--- src/hdl/lslf_pkg.sv ---
// ----------------------------------------------------------------------------
// lslf_pkg
// Shared types and constants for the least-squares line fit unit.
// ----------------------------------------------------------------------------
package lslf_pkg;

    localparam int RES_W     = 32;
    localparam int CNT_OUT_W = 11;
    localparam int FRAC_BITS = 16;

    typedef enum logic [2:0] {
        S_IDLE,
        S_LOAD,
        S_MUL,
        S_DIFF,
        S_DIV_INIT,
        S_DIV,
        S_DIV_END,
        S_OUT
    } t_back_state;

    typedef enum logic [2:0] {
        PR_SXSY,
        PR_NSXY,
        PR_SXYSX,
        PR_SXXSY,
        PR_SXSX,
        PR_NSXX
    } t_prod;

endpackage

--- src/hdl/lslf_front.sv ---
// ----------------------------------------------------------------------------
// lslf_front
// Point accumulator: count and running sums, handed off at the set's end.
// ----------------------------------------------------------------------------
module lslf_front import lslf_pkg::*; #(
    parameter int MAX_POINTS = 1024,
    parameter int COORD_BITS = 16,
    parameter int CNT_W      = 11,
    parameter int SX_W       = 27,
    parameter int SXY_W      = 43,
    parameter int IW         = 151
) (
    input  logic          i_clk,
    input  logic          i_rst_n,
    input  logic          i_accept,
    input  logic [15:0]   i_x_coord,
    input  logic [15:0]   i_y_coord,
    input  logic          i_last_point,
    output logic          o_q_push,
    output logic [IW-1:0] o_q_data
);

    logic [CNT_W-1:0]        r_cnt, n_cnt;
    logic [SX_W-1:0]         r_sx, r_sy, n_sx, n_sy;
    logic [SXY_W-1:0]        r_sxy, r_sxx, n_sxy, n_sxx;
    logic [COORD_BITS+15:0]  x_ext, y_ext;
    logic [COORD_BITS-1:0]   x_m, y_m;
    logic [2*COORD_BITS-1:0] p_xy, p_xx;
    logic                    room;

    always_comb begin
        x_ext = {{COORD_BITS{1'b0}}, i_x_coord};
        y_ext = {{COORD_BITS{1'b0}}, i_y_coord};
        x_m   = x_ext[COORD_BITS-1:0];
        y_m   = y_ext[COORD_BITS-1:0];
        p_xy  = x_m * y_m;
        p_xx  = x_m * x_m;
        room  = (r_cnt < CNT_W'(MAX_POINTS));
        n_cnt = r_cnt;
        n_sx  = r_sx;
        n_sy  = r_sy;
        n_sxy = r_sxy;
        n_sxx = r_sxx;
        if (room) begin
            n_cnt = r_cnt + 1'b1;
            n_sx  = r_sx + SX_W'(x_m);
            n_sy  = r_sy + SX_W'(y_m);
            n_sxy = r_sxy + SXY_W'(p_xy);
            n_sxx = r_sxx + SXY_W'(p_xx);
        end
    end

    assign o_q_push = i_accept & i_last_point;
    assign o_q_data = {n_cnt, n_sx, n_sy, n_sxy, n_sxx};

    always_ff @(posedge i_clk) begin
        if (!i_rst_n) begin
            r_cnt <= '0;
            r_sx  <= '0;
            r_sy  <= '0;
            r_sxy <= '0;
            r_sxx <= '0;
        end else if (i_accept) begin
            if (i_last_point) begin
                r_cnt <= '0;
                r_sx  <= '0;
                r_sy  <= '0;
                r_sxy <= '0;
                r_sxx <= '0;
            end else begin
                r_cnt <= n_cnt;
                r_sx  <= n_sx;
                r_sy  <= n_sy;
                r_sxy <= n_sxy;
                r_sxx <= n_sxx;
            end
        end
    end

endmodule

--- config.mk ---
export PLATFORM = sky130hd
export DESIGN_NAME = lslf_front
export DESIGN_NICKNAME = d
export VERILOG_FILES = /design/src/hdl/lslf_pkg.sv /design/src/hdl/lslf_front.sv
export SDC_FILE = /design/constraint.sdc
export NUM_CORES = 2
export LEC_CHECK = 0
export ABC_AREA = 1
export BUFFER_PORTS_ARGS = -buffer_cell sky130_fd_sc_hd__buf_4
export CAP_MARGIN = 20
export CELL_PAD_IN_SITES_DETAIL_PLACEMENT = 2
export CELL_PAD_IN_SITES_GLOBAL_PLACEMENT = 2
export CORE_MARGIN = 2
export CORE_UTILIZATION = 39
export CTS_BUF_LIST = sky130_fd_sc_hd__clkbuf_2 sky130_fd_sc_hd__clkbuf_4 sky130_fd_sc_hd__clkbuf_8
export DETAILED_ROUTE_END_ITERATION = 8
export GPL_TIMING_DRIVEN = 0
export PLACE_DENSITY = 0.88
export REMOVE_ABC_BUFFERS = 1
export SLEW_MARGIN = 10
export SYNTH_ARGS = -nofsm -noshare
export SYNTH_HDL_FRONTEND = slang
export SYNTH_SLANG_ARGS = --single-unit
--- constraint.sdc ---
create_clock -name i_clk -period 17.5 [get_ports i_clk]
set_input_delay 1.75 -clock i_clk [delete_from_list [all_inputs] [get_ports i_clk]]
set_output_delay 1.75 -clock i_clk [all_outputs]
set_load 0.05 [all_outputs]
==> results.md <==
- Status: completed
- Slowest CP cell: fa_1
- TritonCTS buffer count: 17
- Post-CTS Setup Bufs: 0
- DR vias/cell: about 5.2
- Routed length per instance: roughly 23 um
- Number of global-route vias before repair: approximately 35,000
- Die area: ~0.081 mm2
- CTS tree: yes
- Kind of critical path: input pin to primary output
- P&R area growth vs syn: 8.95%
- Slew headroom: 38.3%
- Clock Skew: 0.0311 ns
- Tcrit/Tclk final: 59.4%
- Cells after synthesis: between 4,000 and 5,000
- Die height: 284 um
- Final Max Slew Viols: 0
- H-Tree Depth: 4
- Clock Latency Late Sink: approximately 0.65 ns
- DRC: 0
- Post_cts resized: 0
- Fin Setup TNS: 0 ns
- Total track usage: 32.4%
- Largest stage delay on the critical path: 0.68 ns
- Die span in x: 284 um
- FILL cells: just under 10,000
- Worst slew pin tran: 0.925 ns
- RSZ-0062 raised after global routing: false
- Critical Path, Cell by Cell: buf_4 > nand2_1 > fa_1 > fa_1 > fa_1 > inv_1 > fa_1 > fa_1 > inv_1 > fa_1 > inv_1 > ha_1 > nand2_1 > nand2_1 > a21oi_1 > o21ai_1 > a21oi_1 > nand2_1 > nand2_1 > nand3_1 > and2_1 > buf_4
- Fin. Hold Viols: 0
- Fmax: between 90 and 100 MHz
- Iteration-0 DRC Markers: about 1,300
- Crit-path max FO: 33
- First-pass DRT Iterations: 5
- Critical path capture point type: primary output
- GP Congestion: approximately 0.88
- CP delay by family, top: adder cells
- Share of cells above drive strength 1: 8.32%
- Final setup vio count: 0
- IO buf count: 187
- Clk slew on worst S/H paths: 0.11 ns
- Post-CTS Hold Buffers: 0
- Min-Delay Path Class: flop to flop
- Area occupied by multi-input gates: 0.0223 mm2
- Clk buf depth: 2
- Arrival time worst endpoint: 8.65 ns
- Seq. cell area: slightly above 0.003 mm2
- Post-route cell area: 0.0334 mm2
- Tmin final: 10.40 ns
- Final wirelength: around 130,000 um
- Crit path buf inv count: 5
- Gr ovfl total: 0
- Initial core utilization: between 30% and 40%
- Post-synthesis area per instance: 6.63 um2
- Max Cap Violations: 0
- Initial antenna violation count: 1
- Worst EP required: 15.75 ns
- First-pass GRT wire length: 203,000 um
- Mapped Area: 0.0306 mm2
- Final HPWL DP: 104,000 um
- Row count: 102
- IO Pins: about 190
- Antenna Nets Post-Route: 0
- Register area share after synthesis: under 10%
- Ys Warns: 0
- Most frequent cell on the critical path: fa_1
- Core area: 0.0776 mm2
- Critical Path Source Type: input pin
- Net total in the final layout: about 5,400
- Cell variety after synth: 46
- DR vias: 30,000
- Placement-stage cell area: 0.0329 mm2
- Clock Sinks: 151
- Root Driver: clkbuf_8
- Synthesis-stage register bit count: 151
- Largest net degree at the start of global routing: ~140
[cell usage in the layout (no fill, tap or decap), types with 5 or more instances in the layout]
cell      count
nand2_2      35
a21oi_2      13
o211ai_1     10
nor4_1        6
a31oi_1       5
clkinv_8      5
nor3_2        8
fa_1        419
xor2_1       23
ha_1        253
dfxtp_1     150
nand2_1    1398
o21ai_1      17
inv_8         7
and2_1       18
inv_2        26
nand3_2      22
nand3_1     181
a21oi_1     247
buf_16        5
or2_2        20
o21bai_1     10
nor2_1      175
nor3_1       19
buf_4       187
nand4_1      20
clkbuf_8     17
inv_1      1205
xnor2_1      22
o22ai_1       9
nor2_2       15
o21ai_0      77
nand3b_1     13
nor2_4        8
[routing by layer]
metal | vias to the layer above | routed length, um | GRT usage (%) | share of wire (%)
met5 | - | 0 | 0 | 0
met4 | 0 | 7440 | 17.9 | 5.7
met3 | 368 | 4050 | 4.15 | 3.1
met2 | 695 | 67100 | 59.3 | 52
met1 | 15300 | 51400 | 36.3 | 40
li1 | 13600 | - | - | -
[stage by stage]
step | setup WS [ns] | std cells | utilization (%) | hold slack [ns]
after floorplan | 9.15 | 4457 | - | 0.445
after global placement | 3.58 | 5684 | 42.1 | 0.452
after detailed placement | 7.49 | 5693 | 42.5 | 0.462
after CTS | 7.47 | 5725 | 43.0 | 0.479
after global routing | 7.01 | 5726 | 43.0 | 0.497
final | 7.10 | 5726 | 43.0 | 0.478
[path summary, 6_finish.rpt]
kind                      start           end  slack [ns]  cells past startpoint
setup / recovery  i_x_coord[11]  o_q_data[72]        7.10                     22
setup reg to reg      r_sxy[14]     r_sxy[29]       12.42                     19
hold / removal         r_sxy[3]      r_sxy[3]        0.48                      2
hold reg to reg        r_sxy[3]      r_sxy[3]        0.48                      2
[sequential cells by signal, summed over array words and instances (netlist names)]
| register | count |
|---|---|
| r_cnt | 11 |
| r_sy | 27 |
| r_sx | 27 |
| r_sxy | 43 |
| r_sxx | 43 |
[synthesized netlist by cell type (all sizes together)]
| master | count | area [um2] |
|---|---|---|
| a21boi | 1 | 7.51 |
| a21o | 2 | 15.0 |
| a21oi | 260 | 1350 |
| a31o | 1 | 8.76 |
| a31oi | 5 | 31.3 |
| and2 | 18 | 113 |
| buf | 35 | 161 |
| clkbuf | 129 | 484 |
| clkinv | 4 | 15.0 |
| dfxtp | 151 | 3020 |
| fa | 419 | 8390 |
| ha | 253 | 3170 |
| inv | 1233 | 4630 |
| mux2i | 1 | 10.0 |
| nand2 | 1435 | 5490 |
| nand2b | 2 | 12.5 |
| nand3 | 203 | 1130 |
| nand3b | 13 | 97.6 |
| nand4 | 20 | 125 |
| nor2 | 198 | 833 |
| nor3 | 27 | 175 |
| nor4 | 6 | 37.5 |
| o2111a | 1 | 11.3 |
| o211ai | 10 | 75.1 |
| o21a | 3 | 22.5 |
| o21ai | 98 | 505 |
| o21bai | 14 | 120 |
| o22ai | 9 | 56.3 |
| o31ai | 1 | 7.51 |
| or2 | 24 | 150 |
| xnor2 | 22 | 193 |
| xor2 | 23 | 201 |
[cells by family (layout without fill, tap and decap cells)]
logic type                 after synthesis  in the layout  share of synthesized area (%)
AOI/OAI and AO/OA                      405            405                           7.22
adders and majority gates              672            672                           37.7
muxes                                    1              1                         0.0327
DFF                                    151            151                           9.87
xor gates and xnor gates                45             45                           1.29
other                                    0              1                              0
buffers and inverters                 1401           1465                           17.3
and+or+nand+nor                       1946           1946                           26.6
[worst register-to-register path, cell delays in order (launching register included)]
cell	delay, ns
dfxtp_1	0.39
inv_1	0.10
fa_1	0.55
inv_1	0.06
fa_1	0.53
fa_1	0.63
inv_1	0.11
fa_1	0.56
inv_1	0.07
ha_1	0.37
nand2_1	0.11
nand2_1	0.13
a21oi_1	0.28
o21ai_1	0.17
a21oi_1	0.38
nand2_1	0.11
nand2_1	0.08
nand3_1	0.12
nand3_1	0.14
a21oi_1	0.07
[area by class of cell]
type / instances / area share (%)
multi-input cells: 3069 / 66.9
inverters: 1237 / 14.0
flip-flops and latches: 151 / 9.07
repair buffers: 196 / 4.86
well taps: 1040 / 3.90
clock buffers: 17 / 0.701
clock inverters: 15 / 0.588
diodes: 1 / 0.00750
Power is not shown: default switching activity piles up to over one toggle a cycle in this logic, so the estimate is an artifact.
