===== config.mk =====
export PLATFORM = sky130hd
export DESIGN_NAME = lslf_back
export DESIGN_NICKNAME = d
export VERILOG_FILES = /design/src/hdl/lslf_pkg.sv /design/src/hdl/lslf_back.sv
export SDC_FILE = /design/constraint.sdc
export NUM_CORES = 2
export LEC_CHECK = 0
export BUFFER_PORTS_ARGS = -buffer_cell sky130_fd_sc_hd__buf_2
export CORE_ASPECT_RATIO = 0.8
export CORE_MARGIN = 2
export CORE_UTILIZATION = 58
export CTS_CLUSTER_SIZE = 10
export DETAILED_ROUTE_END_ITERATION = 6
export HOLD_SLACK_MARGIN = 0.15
export PLACE_DENSITY = 0.88
export SLEW_MARGIN = 20
export SYNTH_ARGS = -nofsm -noshare
export SYNTH_HDL_FRONTEND = slang
export SYNTH_SLANG_ARGS = --single-unit

===== constraint.sdc =====
create_clock -name i_clk -period 12.55 [get_ports i_clk]
set_input_delay 1.255 -clock i_clk [delete_from_list [all_inputs] [get_ports i_clk]]
set_output_delay 1.255 -clock i_clk [all_outputs]
set_load 0.03 [all_outputs]

===== src/hdl/lslf_pkg.sv =====
// ----------------------------------------------------------------------------
// lslf_pkg
// Shared types and constants for the least-squares line fit unit.
// ----------------------------------------------------------------------------
package lslf_pkg;

    localparam int RES_W     = 32;
    localparam int CNT_OUT_W = 11;
    localparam int FRAC_BITS = 16;

    typedef enum logic [2:0] {
        S_IDLE,
        S_LOAD,
        S_MUL,
        S_DIFF,
        S_DIV_INIT,
        S_DIV,
        S_DIV_END,
        S_OUT
    } t_back_state;

    typedef enum logic [2:0] {
        PR_SXSY,
        PR_NSXY,
        PR_SXYSX,
        PR_SXXSY,
        PR_SXSX,
        PR_NSXX
    } t_prod;

endpackage


===== src/hdl/lslf_back.sv =====
// ----------------------------------------------------------------------------
// lslf_back
// Fit engine: serial shift-add products, restoring division, output register.
// ----------------------------------------------------------------------------
module lslf_back import lslf_pkg::*; #(
    parameter int COORD_BITS = 16,
    parameter int CNT_W      = 11,
    parameter int SX_W       = 27,
    parameter int SXY_W      = 43,
    parameter int IW         = 151
) (
    input  logic                    i_clk,
    input  logic                    i_rst_n,
    input  logic                    i_q_empty,
    input  logic [IW-1:0]           i_q_data,
    output logic                    o_q_pop,
    input  logic                    i_pop,
    output logic                    o_empty,
    output logic signed [RES_W-1:0] o_slope,
    output logic signed [RES_W-1:0] o_intercept,
    output logic                    o_degenerate,
    output logic                    o_saturated,
    output logic [CNT_OUT_W-1:0]    o_point_count
);

    localparam int PW    = SXY_W + SX_W;
    localparam int DW    = PW + 40;
    localparam int NSH   = (COORD_BITS <= 16) ? 16 - COORD_BITS : 0;
    localparam int DSH   = (COORD_BITS > 16) ? COORD_BITS - 16 : 0;
    localparam int STEPS = (SXY_W > 32) ? SXY_W : 32;
    localparam int BIT_W = $clog2(STEPS);

    t_back_state r_state, n_state;
    t_prod       r_pidx, n_pidx;

    logic [CNT_W-1:0] r_n;
    logic [SX_W-1:0]  r_sx, r_sy;
    logic [SXY_W-1:0] r_sxy, r_sxx;

    logic [PW-1:0]    r_ma, r_macc, a_sel, acc_next;
    logic [SXY_W-1:0] r_mb, b_sel;
    logic [BIT_W-1:0] r_bit;
    logic [PW-1:0]    r_prod [6];

    logic [PW-1:0] r_n1, r_n2, r_den;
    logic          r_sn1, r_sn2, r_sd;
    logic [PW:0]   d1, d2, d3;

    logic [DW-1:0] r_num, r_dv, num_v, dsh_v, big_v;
    logic [32:0]   r_q, q_neg;
    logic          r_qsel, ge, q_neg_flag, q_sat;
    logic [RES_W-1:0] q_val;

    logic [RES_W-1:0] r_slope, r_icpt;
    logic             r_degen, r_sat;

    logic                    r_out_valid;
    logic [RES_W-1:0]        r_o_slope, r_o_icpt;
    logic                    r_o_degen, r_o_sat;
    logic [CNT_OUT_W-1:0]    r_o_cnt;
    logic [CNT_W+CNT_OUT_W-1:0] cnt_ext;
    logic                    mul_last, div_last, out_load;

    // operand selection
    always_comb begin
        case (r_pidx)
            PR_SXSY:  begin a_sel = PW'(r_sx);  b_sel = SXY_W'(r_sy); end
            PR_NSXY:  begin a_sel = PW'(r_n);   b_sel = r_sxy;        end
            PR_SXYSX: begin a_sel = PW'(r_sxy); b_sel = SXY_W'(r_sx); end
            PR_SXXSY: begin a_sel = PW'(r_sxx); b_sel = SXY_W'(r_sy); end
            PR_SXSX:  begin a_sel = PW'(r_sx);  b_sel = SXY_W'(r_sx); end
            PR_NSXX:  begin a_sel = PW'(r_n);   b_sel = r_sxx;        end
            default:  begin a_sel = '0;         b_sel = '0;           end
        endcase
        case (r_pidx)
            PR_SXSY:  n_pidx = PR_NSXY;
            PR_NSXY:  n_pidx = PR_SXYSX;
            PR_SXYSX: n_pidx = PR_SXXSY;
            PR_SXXSY: n_pidx = PR_SXSX;
            PR_SXSX:  n_pidx = PR_NSXX;
            default:  n_pidx = PR_SXSY;
        endcase
    end

    always_comb begin
        acc_next = r_mb[0] ? r_macc + r_ma : r_macc;
        mul_last = (r_bit == BIT_W'(SXY_W - 1));
        div_last = (r_bit == BIT_W'(31));
        d1 = {1'b0, r_prod[PR_SXSY]}  - {1'b0, r_prod[PR_NSXY]};
        d2 = {1'b0, r_prod[PR_SXYSX]} - {1'b0, r_prod[PR_SXXSY]};
        d3 = {1'b0, r_prod[PR_SXSX]}  - {1'b0, r_prod[PR_NSXX]};
        num_v = r_qsel ? (DW'(r_n2) << NSH) : (DW'(r_n1) << FRAC_BITS);
        dsh_v = r_qsel ? (DW'(r_den) << DSH) : DW'(r_den);
        big_v = dsh_v << 32;
        ge    = (r_num >= r_dv);
        q_neg_flag = r_qsel ? (r_sn2 ^ r_sd) : (r_sn1 ^ r_sd);
        q_neg = 33'd0 - r_q;
        if (q_neg_flag) begin
            q_sat = (r_q > 33'h0_8000_0000);
            q_val = q_sat ? 32'h8000_0000 : q_neg[31:0];
        end else begin
            q_sat = (r_q > 33'h0_7FFF_FFFF);
            q_val = q_sat ? 32'h7FFF_FFFF : r_q[31:0];
        end
        cnt_ext = {{CNT_OUT_W{1'b0}}, r_n};
    end

    // next state
    always_comb begin
        n_state = r_state;
        case (r_state)
            S_IDLE:     if (!i_q_empty) n_state = S_LOAD;
            S_LOAD:     n_state = S_MUL;
            S_MUL: begin
                if (mul_last) n_state = (r_pidx == PR_NSXX) ? S_DIFF : S_LOAD;
            end
            S_DIFF:     n_state = (d3 == '0) ? S_OUT : S_DIV_INIT;
            S_DIV_INIT: n_state = (num_v >= big_v) ? S_DIV_END : S_DIV;
            S_DIV:      if (div_last) n_state = S_DIV_END;
            S_DIV_END:  n_state = r_qsel ? S_OUT : S_DIV_INIT;
            S_OUT:      if (!r_out_valid) n_state = S_IDLE;
            default:    n_state = S_IDLE;
        endcase
    end

    // control outputs
    always_comb begin
        o_q_pop  = (r_state == S_IDLE) && !i_q_empty;
        out_load = (r_state == S_OUT) && !r_out_valid;
    end

    always_ff @(posedge i_clk) begin
        if (!i_rst_n) begin
            r_state <= S_IDLE;
        end else begin
            r_state <= n_state;
        end
    end

    always_ff @(posedge i_clk) begin
        case (r_state)
            S_IDLE: begin
                {r_n, r_sx, r_sy, r_sxy, r_sxx} <= i_q_data;
                r_pidx  <= PR_SXSY;
                r_slope <= '0;
                r_icpt  <= '0;
                r_degen <= 1'b0;
                r_sat   <= 1'b0;
                r_qsel  <= 1'b0;
            end
            S_LOAD: begin
                r_ma   <= a_sel;
                r_mb   <= b_sel;
                r_macc <= '0;
                r_bit  <= '0;
            end
            S_MUL: begin
                r_macc <= acc_next;
                r_ma   <= r_ma << 1;
                r_mb   <= r_mb >> 1;
                r_bit  <= r_bit + 1'b1;
                if (mul_last) begin
                    r_prod[r_pidx] <= acc_next;
                    r_pidx         <= n_pidx;
                end
            end
            S_DIFF: begin
                r_sn1 <= d1[PW];
                r_sn2 <= d2[PW];
                r_sd  <= d3[PW];
                r_n1  <= d1[PW] ? r_prod[PR_NSXY] - r_prod[PR_SXSY] : d1[PW-1:0];
                r_n2  <= d2[PW] ? r_prod[PR_SXXSY] - r_prod[PR_SXYSX] : d2[PW-1:0];
                r_den <= d3[PW] ? r_prod[PR_NSXX] - r_prod[PR_SXSX] : d3[PW-1:0];
                r_degen <= (d3 == '0);
            end
            S_DIV_INIT: begin
                r_num <= num_v;
                r_dv  <= dsh_v << 31;
                r_bit <= '0;
                r_q   <= (num_v >= big_v) ? 33'h1_0000_0000 : 33'd0;
            end
            S_DIV: begin
                if (ge) begin
                    r_num <= r_num - r_dv;
                end
                r_dv  <= r_dv >> 1;
                r_q   <= {r_q[31:0], ge};
                r_bit <= r_bit + 1'b1;
            end
            S_DIV_END: begin
                if (r_qsel) begin
                    r_icpt <= q_val;
                end else begin
                    r_slope <= q_val;
                end
                r_sat  <= r_sat | q_sat;
                r_qsel <= 1'b1;
            end
            default: begin
            end
        endcase
    end

    always_ff @(posedge i_clk) begin
        if (!i_rst_n) begin
            r_out_valid <= 1'b0;
        end else if (out_load) begin
            r_out_valid <= 1'b1;
        end else if (i_pop) begin
            r_out_valid <= 1'b0;
        end
    end

    always_ff @(posedge i_clk) begin
        if (out_load) begin
            r_o_slope <= r_slope;
            r_o_icpt  <= r_icpt;
            r_o_degen <= r_degen;
            r_o_sat   <= r_sat;
            r_o_cnt   <= cnt_ext[CNT_OUT_W-1:0];
        end
    end

    assign o_empty       = ~r_out_valid;
    assign o_slope       = r_o_slope;
    assign o_intercept   = r_o_icpt;
    assign o_degenerate  = r_o_degen;
    assign o_saturated   = r_o_sat;
    assign o_point_count = r_o_cnt;

endmodule


==> results.yml <==
clocking:
  cts-resized-gates: 0
  clkTransAtPathRegs_ns: 0.06
  root_buffer: "clkbuf_16"
  htree_num_levels: 4
  cts.sinks: 1368
  clock_latency_ns: 0.85
  cts_hold_buf: 0
  cts_buffers: 162
  clockBufferDepth: 3
  post_cts_buffers: 0
  cts_tree: "done"
yosys:
  synth-seq-cells: 1368
  ys_seq_area_share_pct: 45.9
  syn_inst: 9198
  syn_avg_cell_area_um2: 9.72
  synth-edff-count: 1364
  yosysUniqueCellTypes: 82
  ys.warnings.count: 0
  synthFlopType: "edfxtp_1"
  synth_area_um2: 89400
  async_flop_share_pct: 0
  syn_nets: 10000
finish:
  final_common_cell: "edfxtp_1"
  post-route-util_pct: 63.6
  nets: 10000
  drive_above_1_share_pct: 7.75
  most-common-layout-cells: "1364 x edfxtp_1, 1036 x a21oi_1, 758 x inv_1, 703 x nand2_1, 682 x o21ai_0"
  area_growth_pct: 8.56
  fin_cells: 11300
critical_path:
  rr_worst_depth: 15
  critPathRequiredTime_ns: 13.28
  critPathMaxFanout: 74
  r2r_slack_ns: 5.71
  worstSetupStartpointType: "register"
  timing.rr.end: "r_state[1]$_SDFFE_PN0P_"
  reg2reg_from: "r_prod[4][32]$_DFFE_PP_"
  worstSetupPathType: "register to register"
  endpoint_kind: "register"
  worstPathArrival_ns: 7.57
drt:
  routed_via_density: 6.81
  drtPass1Iterations: 7
  first_iter_violations: 12000
  vias: 77000
  drc: 1
  antenna_left: 0
  wl_per_cell_um: 28.9
  wirelength_um: 327000
pwr:
  powerDensity_nw_per_um2: 129
  p_leak_uw: 0.0385
  peakVddDrop_v: 0.000140
timing:
  setup_viol: 0
  finalCriticalPeriod_ns: 6.84
  clock.fmax_mhz: 146
  worst_pin_slew_ns: 1.25
  timing.slew.headroom_pct: 16.9
  grt_setup_unrepaired: "no"
  fin_skew_ns: 0.0598
  fin_ws_ns: 5.71
  maxSlewViolCount: 0
  finalCritPeriodShare_pct: 54.5
  hold_viol_final: 0
  final.setup.tns_ns: 0
floorplanning:
  core_area_um2: 153000
  chipWidth_um: 443
  ios: 234
  die_height_um: 355
  rows: 128
  dieArea_um2: 157000
  start_util_pct: 58.6
global_route:
  antenna_found_initial: 26
  grt_max_degree: 182
  grtUsageTotal_pct: 40.4
  grt_pass1_vias: 70900
  grt_pass1_wl_um: 472000
  overflow: 0
min_path:
  hold_depth: 0
  holdPathEnd: "o_slope[24]$_DFFE_PP_"
  min-delay-start: "r_slope[24]$_DFFE_PP_"
  holdCritPathClass: "register to register"
status:
  outcome: "finished, violations left"
  failed_checks: "design-rule violations"
placed_design:
  dp_hpwl_um: 253000
  dp_slack_ns: 6.11
  gp_congestion: 1.10
  dp.cells: 11100
  port_buffers: 233
flow_run:
  maxCapViolations: 0
area by class of cell:
type	instances	area, um^2
Multi-Input combinational cell	6609	44000
Tap cell	2015	2520
Antenna cell	22	55.1
Fill cell	12100	55600
Clock inverter	33	557
Sequential cell	1368	41000
Timing Repair Buffer	314	1840
Inverter	765	2880
Clock buffer	190	4190
cells by family (layout without fill, tap and decap cells):
group / count (synthesis) / count (layout) / share of synthesized area, %
AO/OA/AOI/OAI: 2981 / 2981 / 20.4
AND/OR/NAND/NOR: 2294 / 2294 / 12.1
flip-flops: 1368 / 1368 / 45.9
buffers and inverters: 1221 / 1302 / 5.16
adder cells (fa/ha/maj): 654 / 654 / 9.22
XOR/XNOR: 428 / 428 / 4.20
multiplexers: 252 / 252 / 2.99
other: 0 / 22 / 0
sequential cells by signal, indices dropped and copies added (netlist names), 70 cells and up:
name / cells
r_num: 110
r_den: 70
r_macc: 70
r_ma: 70
r_dv: 101
r_n2: 70
r_n1: 70
r_prod: 420
metal layers:
metal | share of wire (%) | global-route usage, % | up-vias
met5 | 0.083 | 0 | -
met4 | 4.1 | 14.4 | 12
li1 | - | - | 33700
met2 | 39 | 54.6 | 5518
met1 | 41 | 59.5 | 37200
met3 | 15 | 14.1 | 655
worst max-delay path by stage:
stage / startpoint / to / depth (start not counted)
after floorplan: r_state[1]$_SDFFE_PN0P_ / r_state[0]$_SDFFE_PN0P_ / 13
after global placement: r_prod[4][32]$_DFFE_PP_ / r_state[0]$_SDFFE_PN0P_ / 15
after detailed placement: r_prod[4][32]$_DFFE_PP_ / r_state[1]$_SDFFE_PN0P_ / 15
after CTS: r_prod[4][33]$_DFFE_PP_ / r_state[1]$_SDFFE_PN0P_ / 15
after global routing: r_prod[5][33]$_DFFE_PP_ / r_state[1]$_SDFFE_PN0P_ / 16
final: r_prod[4][32]$_DFFE_PP_ / r_state[1]$_SDFFE_PN0P_ / 15
cells in the mapped netlist, types with 13 or more instances:
master / n / area share, %
o211ai_1: 65 / 0.55
a311oi_1: 21 / 0.21
nand2_1: 704 / 3.0
nand2b_1: 57 / 0.40
a221oi_1: 56 / 0.55
nor3_1: 144 / 0.81
o31ai_1: 76 / 0.64
xor2_1: 152 / 1.5
a31oi_1: 66 / 0.46
and2_1: 121 / 0.85
nor2b_1: 83 / 0.58
edfxtp_1: 1364 / 46
or3_1: 41 / 0.29
a22oi_1: 24 / 0.20
and3_1: 56 / 0.39
o21ai_0: 688 / 3.9
a211oi_1: 99 / 0.83
o21bai_1: 179 / 1.5
o22ai_1: 26 / 0.18
nor4_1: 54 / 0.38
o21a_1: 83 / 0.70
buf_1: 38 / 0.16
ha_1: 646 / 9.0
clkbuf_1: 408 / 1.7
nand3_1: 111 / 0.62
a21boi_0: 39 / 0.33
nor2_1: 631 / 2.6
o221ai_1: 28 / 0.27
a31o_2: 16 / 0.16
mux2_2: 121 / 1.5
a211o_1: 13 / 0.13
inv_1: 762 / 3.2
or2_2: 23 / 0.16
mux2i_1: 131 / 1.5
or4_1: 20 / 0.17
o21ai_1: 23 / 0.13
a21oi_1: 1042 / 5.8
xnor2_1: 275 / 2.7
nand4_1: 209 / 1.5
a21o_1: 321 / 2.7
critical path: stages, from the launching register on:
cell and delay [ns]:
edfxtp_1 0.41, ha_1 0.62, nand4_1 0.45, nor4_1 0.75
nand3_1 0.15, o211ai_1 0.45, nor3_1 0.21, nor2_1 0.28
a31oi_1 0.35, o221ai_4 0.25, buf_4 0.74, inv_2 0.05
buf_4 0.41, nor4_1 0.38, nand4_1 0.75, a21oi_1 0.38
power breakdown:
group	total, uW	switching, uW	internal [uW]
registers	5700	146	5550
logic	2390	1750	639
clock network	4410	1960	2450
per-stage QoR:
step                      cell area [um^2]  hold WS, ns  total power [uW]
final                                97000        0.414             12500
after global routing                 97000        0.417             12800
after CTS                            96900        0.416             12400
after detailed placement             92200        0.405              8050
after global placement               92200        0.401              7970
after floorplan                      89400        0.400              7000
No activity file was read; power rests on OpenSTA's default activity.
