### src/hdl/lslf_pkg.sv
// ----------------------------------------------------------------------------
// lslf_pkg
// Shared types and constants for the least-squares line fit unit.
// ----------------------------------------------------------------------------
package lslf_pkg;

    localparam int RES_W     = 32;
    localparam int CNT_OUT_W = 11;
    localparam int FRAC_BITS = 16;

    typedef enum logic [2:0] {
        S_IDLE,
        S_LOAD,
        S_MUL,
        S_DIFF,
        S_DIV_INIT,
        S_DIV,
        S_DIV_END,
        S_OUT
    } t_back_state;

    typedef enum logic [2:0] {
        PR_SXSY,
        PR_NSXY,
        PR_SXYSX,
        PR_SXXSY,
        PR_SXSX,
        PR_NSXX
    } t_prod;

endpackage

### src/hdl/lslf_fifo.sv
// ----------------------------------------------------------------------------
// lslf_fifo
// Two-entry queue of finished set sums between front and back end.
// ----------------------------------------------------------------------------
module lslf_fifo import lslf_pkg::*; #(
    parameter int W = 151
) (
    input  logic         i_clk,
    input  logic         i_rst_n,
    input  logic         i_push,
    input  logic [W-1:0] i_data,
    input  logic         i_pop,
    output logic         o_full,
    output logic         o_empty,
    output logic [W-1:0] o_data
);

    logic [W-1:0] r_mem [2];
    logic         r_wp, r_rp;
    logic [1:0]   r_cnt;
    logic         do_push, do_pop;

    assign o_full  = (r_cnt == 2'd2);
    assign o_empty = (r_cnt == 2'd0);
    assign o_data  = r_mem[r_rp];
    assign do_push = i_push & ~o_full;
    assign do_pop  = i_pop & ~o_empty;

    always_ff @(posedge i_clk) begin
        if (do_push) begin
            r_mem[r_wp] <= i_data;
        end
    end

    always_ff @(posedge i_clk) begin
        if (!i_rst_n) begin
            r_wp  <= 1'b0;
            r_rp  <= 1'b0;
            r_cnt <= 2'd0;
        end else begin
            if (do_push) begin
                r_wp <= ~r_wp;
            end
            if (do_pop) begin
                r_rp <= ~r_rp;
            end
            case ({do_push, do_pop})
                2'b10:   r_cnt <= r_cnt + 2'd1;
                2'b01:   r_cnt <= r_cnt - 2'd1;
                default: r_cnt <= r_cnt;
            endcase
        end
    end

endmodule

### config.mk
export PLATFORM = sky130hd
export DESIGN_NAME = lslf_fifo
export DESIGN_NICKNAME = d
export VERILOG_FILES = /design/src/hdl/lslf_pkg.sv /design/src/hdl/lslf_fifo.sv
export SDC_FILE = /design/constraint.sdc
export NUM_CORES = 1
export LEC_CHECK = 0
export ABC_AREA = 0
export BUFFER_PORTS_ARGS = -buffer_cell sky130_fd_sc_hd__buf_2
export CAP_MARGIN = 20
export CORE_UTILIZATION = 45
export CTS_CLUSTER_DIAMETER = 60
export DETAILED_ROUTE_END_ITERATION = 10
export GPL_ROUTABILITY_DRIVEN = 0
export PLACE_DENSITY = 0.74
export SYNTH_ARGS = -nofsm -noshare
export SYNTH_HDL_FRONTEND = slang
export SYNTH_SLANG_ARGS = --single-unit
### constraint.sdc
create_clock -name i_clk -period 15.03 [get_ports i_clk]
set_clock_uncertainty 0.05 [all_clocks]
set_input_delay 3.006 -clock i_clk [delete_from_list [all_inputs] [get_ports i_clk]]
set_output_delay 3.006 -clock i_clk [all_outputs]
set_load 0.005 [all_outputs]
==> flow_summary.toml, run 1 <==
[timing]
relSlewSlack_pct = 31.15
tightest_slew_ps = 1033
setup_viol = 0
fin_crit_sh_pct = 40.33
fmax_ghz = 0.1650
hold_violations = 0
slew_violations = 0
tns_ps = 0
whs_ps = 474.5
rsz0062_at_grt = "false"
period_needed_ps = 6062

[cells_and_area]
fillers = 1873
regArea_um2 = 9173
stdcell_count = 1177
drive_gt1_share_pct = 60.56
area_delta_synth_final_pct = 26.91
final_nets = 982
post-route-util_pct = 58.16
final_cell_area_um2 = 14100
multi_input_area_um2 = 1831

[power]
p_comb_share_pct = 20.5
powerDensity_nw_per_um2 = 173.3
power_frac_seq_pct = 46.7
p_switching_w = 0.0006044
p_int_w = 0.001840
leakage_nw = 5.254
clockPowerShare_pct = 32.9
peakVddDrop_uv = 112.0
switching_share_pct = 24.73

[setup_path]
cp.required_ps = 11970
r2r_start = "r_cnt[0]"
path_max_fanout = 78
crit_type = "reg2out"
r2r_setup_slack_ps = 12000
cp_cell_sequence = "buf_4 > mux2_2 > buf_2"
critPathCaptureType = "output pin"
max_stage_delay_ps = 970
r2r-end = "r_mem[0][72]"
worstSetupStartpointType = "flop"
cp.arrival_ps = 3010
rr_worst_depth = 5
slowest_stage = "dfxtp_4"

[synth]
syn_avg_cell_area_um2 = 22.41
yosysMostFrequentCell = "edfxtp_1"
ys_types = 19
dominantRegCellSynth = "edfxtp_1"
synthTopCellsByArea = "edfxtp_1 (82%), mux2_2 (15%), dfxtp_1 (0.90%)"
yosys.area.top_type = "edfxtp_1"
synthTopCellsByCount = "edfxtp_1 (302), mux2_2 (151), buf_4 (9)"
async_reset_ff_share_pct = 0
ys.warnings.count = 0
synthCells = 496
synth_top_area_share_pct = 81.60
ys_seq_area_share_pct = 82.50
ys_seq_elements = 307
synthesis.nets = 652
syn_area_um2 = 11110
synth-edff-count = 302

[drt]
firstDrtPassIters = 4
wl_mm = 21.23
wl_per_cell_um = 18.04
ant_nets = 0
vias = 5701
drc = 0
via_per_inst = 4.844
drtIter0Drc = 290

[cts]
post_cts_buffers = 0
clock_latency_ps = 490
clockRootBuffer = "clkbuf_16"
cts_buffers = 34
cts.repair.resized = 0
clk_pin_slew_ps = 60
ctsLongestPathBuffers = 3
ctsHoldBuffers = 0
cts_sinks = 307
cts_tree = "yes"
cts_htree_levels = 2

[hold_path]
min_path_cells = 2
worstHoldEndpoint = "r_wp"
hp-class = "reg2reg"
hp-start = "r_wp"

[flow_run]
drv_cap = 0

[global_route]
grt_max_degree = 82
grt_pass1_vias = 6050
track_usage_pct = 16.61
overflow = 0
grt_pass1_wl_mm = 32.61
antenna_found_initial = 2

[floorplanning]
core-area_um2 = 24250
die-area_um2 = 25330
initial_core_util_pct = 45.83
core.rowCount = 57
die_height_um = 159.2
io_pins = 308
die_w_um = 159.2

[placement]
dp_hpwl_mm = 13.68
port_buffers = 307
placed_area_um2 = 12990
dp_cells = 1114

[outcome]
outcome = "completed"
worst max-delay path by stage:
stage | start | endpoint | cells past startpoint
CTS | flop | o_data[110] | 3
detailed placement | flop | o_data[110] | 3
finish | flop | o_data[51] | 3
global placement | flop | o_data[117] | 3
floorplan | i_push | r_mem[1][0] | 1
global route | flop | o_data[86] | 3
registers in the layout, indices dropped and copies added, names as in the netlist, named ones only:
signal,flops
r_cnt,2
r_rp,1
r_wp,1
r_mem,302
through the flow:
| step | power, W | setup WS, ps |
|---|---|---|
| after floorplan | 0.001456 | 7929 |
| after global placement | 0.001655 | 9392 |
| after detailed placement | 0.001667 | 9342 |
| after CTS | 0.002480 | 8817 |
| after global routing | 0.002551 | 8734 |
| final | 0.002444 | 8968 |
cells by family (layout without fill, tap and decap cells):
family / after synthesis / after routing / share of synthesized area [%]
AO/OA/AOI/OAI: 5 / 5 / 0.2927
XOR/XNOR: 3 / 3 / 0.2365
adder cells (fa/ha/maj): 1 / 1 / 0.1126
buffers and inverters: 20 / 376 / 1.070
flip-flops: 307 / 307 / 82.50
multiplexers: 151 / 151 / 15.30
other: 0 / 1 / 0
AND/OR/NAND/NOR: 9 / 9 / 0.4841
worst max-delay path: cells and delay by family, from the launching register on:
| family | cells | cell delay (ps) |
|---|---|---|
| buf+inv | 2 | 1040 |
| flops | 1 | 970 |
| mux | 1 | 420 |
cell usage in the layout, fill, tap and decap left out, drive strengths merged:
cell and instances:
buf 311, edfxtp 302, mux2 151, clkbuf 46, clkinv 12, dfxtp 5, inv 5, xnor2 3
nor2b 2, or3 2, o21ai 2, a21boi 2, bufinv 2, diode 1, o21a 1, nor2 1
nand2b 1, and3 1, nand2 1, and2 1, ha 1
layout make-up:
cell class	count	area share [%]
inverter	3	0.1153
tap	324	2.874
clock buffer	46	6.875
multi-input combinational	169	12.98
antenna	1	0.01774
timing repair buffer	311	11.11
sequential	307	65.04
clock inverter	16	0.9936
layer usage:
metal	GRT usage, %	vias up	share of wire, %	routed length (µm)
met5	0	-	0.061	13
met4	5.594	2	2.0	423
met3	5.444	35	8.3	1763
met2	28.57	227	51	10790
met1	19.63	2799	39	8237
li1	-	2638	-	-
power groups by stage:
stage	clock network [W]	logic (W)	registers (W)
2_1_floorplan	0	0.000323	0.00113
3_3_place_gp	0	0.000501	0.00115
3_5_place_dp	0	0.000506	0.00116
4_1_cts	0.000828	0.000509	0.00114
5_1_grt	0.000858	0.000540	0.00115
6_report	0.000803	0.000501	0.00114
No activity file was read; power rests on OpenSTA's default activity.
==> run 2, diff against run 1 <==
- ABC_AREA: 0 -> 1
- PLACE_DENSITY: 0.74 -> 0.77
- clock period: 15.03 -> 4.87 ns (I/O delays scaled with it)
==> flow_summary.toml, run 2 <==
[drt]
drtIter0Drc = 289
vias = 5744
ant_nets = 0
firstDrtPassIters = 4
via_per_inst = 4.795
wl_per_cell_um = 17.42
wl_mm = 20.87
drc = 0

[synth]
synthCells = 510
synthTopCellsByArea = "edfxtp_1 (79%), mux2_4 (12%), mux2_2 (6.0%)"
ys.warnings.count = 0
synthTopCellsByCount = "edfxtp_1 (302), mux2_4 (90), mux2_2 (61)"
syn_area_um2 = 11510
ys_types = 14
ys_seq_area_share_pct = 79.68
yosys.area.top_type = "edfxtp_1"
ys_seq_elements = 307
dominantRegCellSynth = "edfxtp_1"
async_reset_ff_share_pct = 0
yosysMostFrequentCell = "edfxtp_1"
synthesis.nets = 666
syn_avg_cell_area_um2 = 22.56
synth-edff-count = 302
synth_top_area_share_pct = 78.81

[cells_and_area]
stdcell_count = 1198
regMostFlops = "r_mem"
fillers = 1924
area_delta_synth_final_pct = 25.53
mostFrequentLayoutCells = "buf_2 (307), edfxtp_1 (302), mux2_4 (90)"
final_nets = 999
mostFrequentLayoutCell = "buf_2"
largest_reg_flops = 302
reg_top3 = "r_mem (302), r_cnt (2)"
post-route-util_pct = 57.53
drive_gt1_share_pct = 59.40

[global_route]
grt_pass1_vias = 5873
grt_pass1_wl_mm = 31.00
overflow = 0
track_usage_pct = 15.44
antenna_found_initial = 3
grt_max_degree = 84

[floorplanning]
initial_core_util_pct = 45.83
die_height_um = 161.9
core-area_um2 = 25110
core.rowCount = 58
die-area_um2 = 26210
io_pins = 308
die_w_um = 161.9

[timing]
relSlewSlack_pct = 38.13
fin_crit_sh_pct = 67.39
fmax_ghz = 0.3047
slew_violations = 0
tightest_slew_ps = 928.1
rsz0062_at_grt = "false"
setup_viol = 0
period_needed_ps = 3282
tns_ps = 0
hold_violations = 0

[cts]
cts.repair.resized = 0
ctsLongestPathBuffers = 3
clock_latency_ps = 490
clockRootBuffer = "clkbuf_16"
cts_sinks = 307
ctsHoldBuffers = 0
post_cts_buffers = 0
cts_htree_levels = 2
cts_tree = "yes"
cts_buffers = 34
clk_pin_slew_ps = 60

[setup_path]
worstSetupStartpointType = "flop"
crit_type = "reg2out"
cp_cell_sequence = "buf_4 > mux2_4 > buf_2"
crit_family = "flip-flops"
cp.required_ps = 3850
cp.arrival_ps = 2260
path_max_fanout = 35
slowest_stage = "dfxtp_4"
critPathBufInv = 2
critPathCaptureType = "output pin"
max_stage_delay_ps = 700
r2r_start = "r_cnt[0]"

[hold_path]
hp-class = "reg2reg"
hp-start = "r_rp"

[power]
peakVddDrop_uv = 408.5
p_int_w = 0.005242
p_total_w = 0.006854
power_frac_seq_pct = 48.5
clockPowerShare_pct = 34.1
powerDensity_nw_per_um2 = 474.5
leakage_nw = 5.604
p_switching_w = 0.001612
switching_share_pct = 23.52
p_comb_share_pct = 17.4

[flow_run]
drv_cap = 0

[placement]
dp_hpwl_mm = 13.76
dp_cells = 1137
port_buffers = 307

[outcome]
outcome = "completed"
==> run 2: routing by layer <==
layer / vias up / global-route usage (%) / wire, µm
met2: 230 / 26.80 / 10590
met5: - / 0 / 27
met4: 4 / 4.674 / 455
li1: 2679 / - / -
met1: 2784 / 18.48 / 8149
met3: 47 / 4.597 / 1648
==> run 2: final cells by class <==
class                   instances  area [µm²]  area share, %
clock inverters                22       146.4          1.013
repair buffers                314        1627          11.26
flip-flops and latches        307        9173          63.50
multi-input cells             177        2158          14.94
inverters                       9       38.79         0.2685
well taps                     330       412.9          2.858
clock buffers                  38       887.1          6.141
diodes                          1       2.502        0.01732
==> run 2: logic make-up (layout without fill, tap and decap cells) <==
group	count (synthesis)	in the layout	synth area share (%)
AO/OA/AOI/OAI	2	2	0.08690
buffers and inverters	26	383	1.631
flip-flops	307	307	79.68
other	0	1	0
multiplexers	151	151	17.71
AND/OR/NAND/NOR	23	23	0.7829
adder cells (fa/ha/maj)	1	1	0.1087
==> run 2: worst min-delay path, cell delays in order (launching register included) <==
cell and delay [ps]:
dfxtp_1 330, nor2_1 60, nor2_1 70
==> run 2: final timing paths <==
path	endpoint	slack [ps]	depth (start not counted)
setup / recovery	o_data[88]	1590	3
hold / removal	r_rp	450	2
setup reg to reg	r_mem[1][23]	2640	5
hold reg to reg	r_rp	450	2
==> run 2: per-stage QoR <==
stage               setup slack [ps]  hold WS, ps  cell area [µm²]
detailed placement              1941        439.7            13410
floorplan                      152.2        402.2            11510
global route                    1458        478.9            14450
CTS                             1513        451.6            14440
global placement                1976        415.6            13410
finish                          1588        446.5            14450
==> run 2: power by group through the flow <==
| stage | Combinational, W | Clock [W] | Sequential (W) |
|---|---|---|---|
| 6_report | 0.00119 | 0.00233 | 0.00333 |
| 5_1_grt | 0.00129 | 0.00249 | 0.00335 |
| 4_1_cts | 0.00122 | 0.00240 | 0.00333 |
| 3_5_place_dp | 0.00121 | 0 | 0.00338 |
| 3_3_place_gp | 0.00120 | 0 | 0.00337 |
| 2_1_floorplan | 0.000774 | 0 | 0.00336 |
==> run 3, diff against run 2 <==
- PLACE_DENSITY: 0.77 -> 0.74
- clock period: 4.87 -> 3.2 ns (I/O delays scaled with it)
==> flow_summary.toml, run 3 (synthesized netlist as in run 2, its figures left out) <==
[cts]
cts_tree = "yes"
post_cts_buffers = 0
cts_htree_levels = 2
cts_sinks = 307
clockRootBuffer = "clkbuf_16"
clock_latency_ps = 490
clk_pin_slew_ps = 60
ctsHoldBuffers = 0
cts_buffers = 34
ctsLongestPathBuffers = 3
cts.repair.resized = 0

[cells_and_area]
stdcell_count = 1195
final_cell_area_um2 = 14510
area_delta_synth_final_pct = 26.06
regMostFlops = "r_mem"
largest_reg_flops = 302
post-route-util_pct = 57.77
fillers = 1951
mostFrequentLayoutCells = "buf_2 (307), edfxtp_1 (302), mux2_4 (90)"
final_nets = 1000
mostFrequentLayoutCell = "buf_2"
reg_top3 = "r_mem (302), r_cnt (2)"
diodes = 0
drive_gt1_share_pct = 59.88

[setup_path]
critPathBufInv = 2
worstSetupStartpointType = "flop"
crit_type = "reg2out"
cp_cell_sequence = "buf_12 > mux2_4 > buf_2"
slowest_stage = "buf_12"
crit_family = "buffers and inverters"
max_stage_delay_ps = 410
cp.arrival_ps = 1900
path_max_fanout = 72
critPathCaptureType = "output pin"
cp.required_ps = 2510

[drt]
firstDrtPassIters = 4
wl_mm = 21.19
ant_nets = 0
via_per_inst = 4.797
drc = 0
vias = 5733
drtIter0Drc = 228
wl_per_cell_um = 17.73

[timing]
whs_ps = 282.2
setup_viol = 0
rsz0062_at_grt = "false"
tightest_slew_ps = 603.1
period_needed_ps = 2589
fin_crit_sh_pct = 80.89
hold_violations = 0
finalWorstSetupSlack_ps = 611.4
slew_violations = 0
fmax_ghz = 0.3863
relSlewSlack_pct = 59.79

[floorplanning]
die_w_um = 161.9
die_height_um = 161.9
initial_core_util_pct = 45.83
die-area_um2 = 26210
core.rowCount = 58
io_pins = 308
core-area_um2 = 25110

[global_route]
grt-busiest-layer = "met2"
grt_pass1_vias = 5930
grt_pass1_wl_mm = 31.40
overflow = 0
gr-usage-met1_pct = 18.31
track_usage_pct = 15.74
antenna_found_initial = 3
grtUsageMet3_pct = 5.312
grtUsageMet2_pct = 27.35
grt_max_degree = 90

[power]
powerDensity_nw_per_um2 = 719.1
peakVddDrop_uv = 495.9
leakage_nw = 5.607

[hold_path]
hp-class = "in2reg"

[placement]
dp_hpwl_mm = 14.08
dp_cells = 1138
port_buffers = 307
placed_area_um2 = 13470
pre_cts_slack_ps = 1102

[outcome]
outcome = "completed"

[flow_run]
drv_cap = 0
==> run 3: layer usage <==
metal | routed length, µm | vias to the layer above
met2 | 10890 | 234
met4 | 402 | 6
met3 | 1789 | 38
met1 | 8062 | 2771
li1 | - | 2684
met5 | 41 | -
==> run 3: area by class of cell <==
class	count	area [µm²]	area share (%)
clock buffer	43	948.4	6.538
clock inverter	14	87.58	0.6038
inverter	9	45.04	0.3105
multi-input combinational	177	2168	14.95
sequential	307	9173	63.23
tap	330	412.9	2.846
timing repair buffer	315	1672	11.52
==> run 3: path summary, 6_finish.rpt <==
path                from             to  slack (ps)  depth (start not counted)
min          i_data[104]  r_mem[0][104]         280                          1
max reg2reg     r_cnt[1]  r_mem[1][119]        1330                          6
max                 flop    o_data[104]         610                          3
min reg2reg         r_rp           r_rp         470                          2
==> run 3: power breakdown <==
group          internal [W]  switching [W]  total, W
Clock               0.00210        0.00144   0.00354
Sequential          0.00492       0.000107   0.00503
Combinational      0.000990       0.000879   0.00187
Total               0.00801        0.00242    0.0104
==> run 3: per-stage QoR <==
| stage | total power, W | setup TNS, ps |
|---|---|---|
| 4_1_cts | 0.01058 | 0 |
| 3_3_place_gp | 0.006966 | 0 |
| 6_report | 0.01043 | 0 |
| 3_5_place_dp | 0.007011 | 0 |
| 2_1_floorplan | 0.006286 | -87600 |
| 5_1_grt | 0.01086 | 0 |
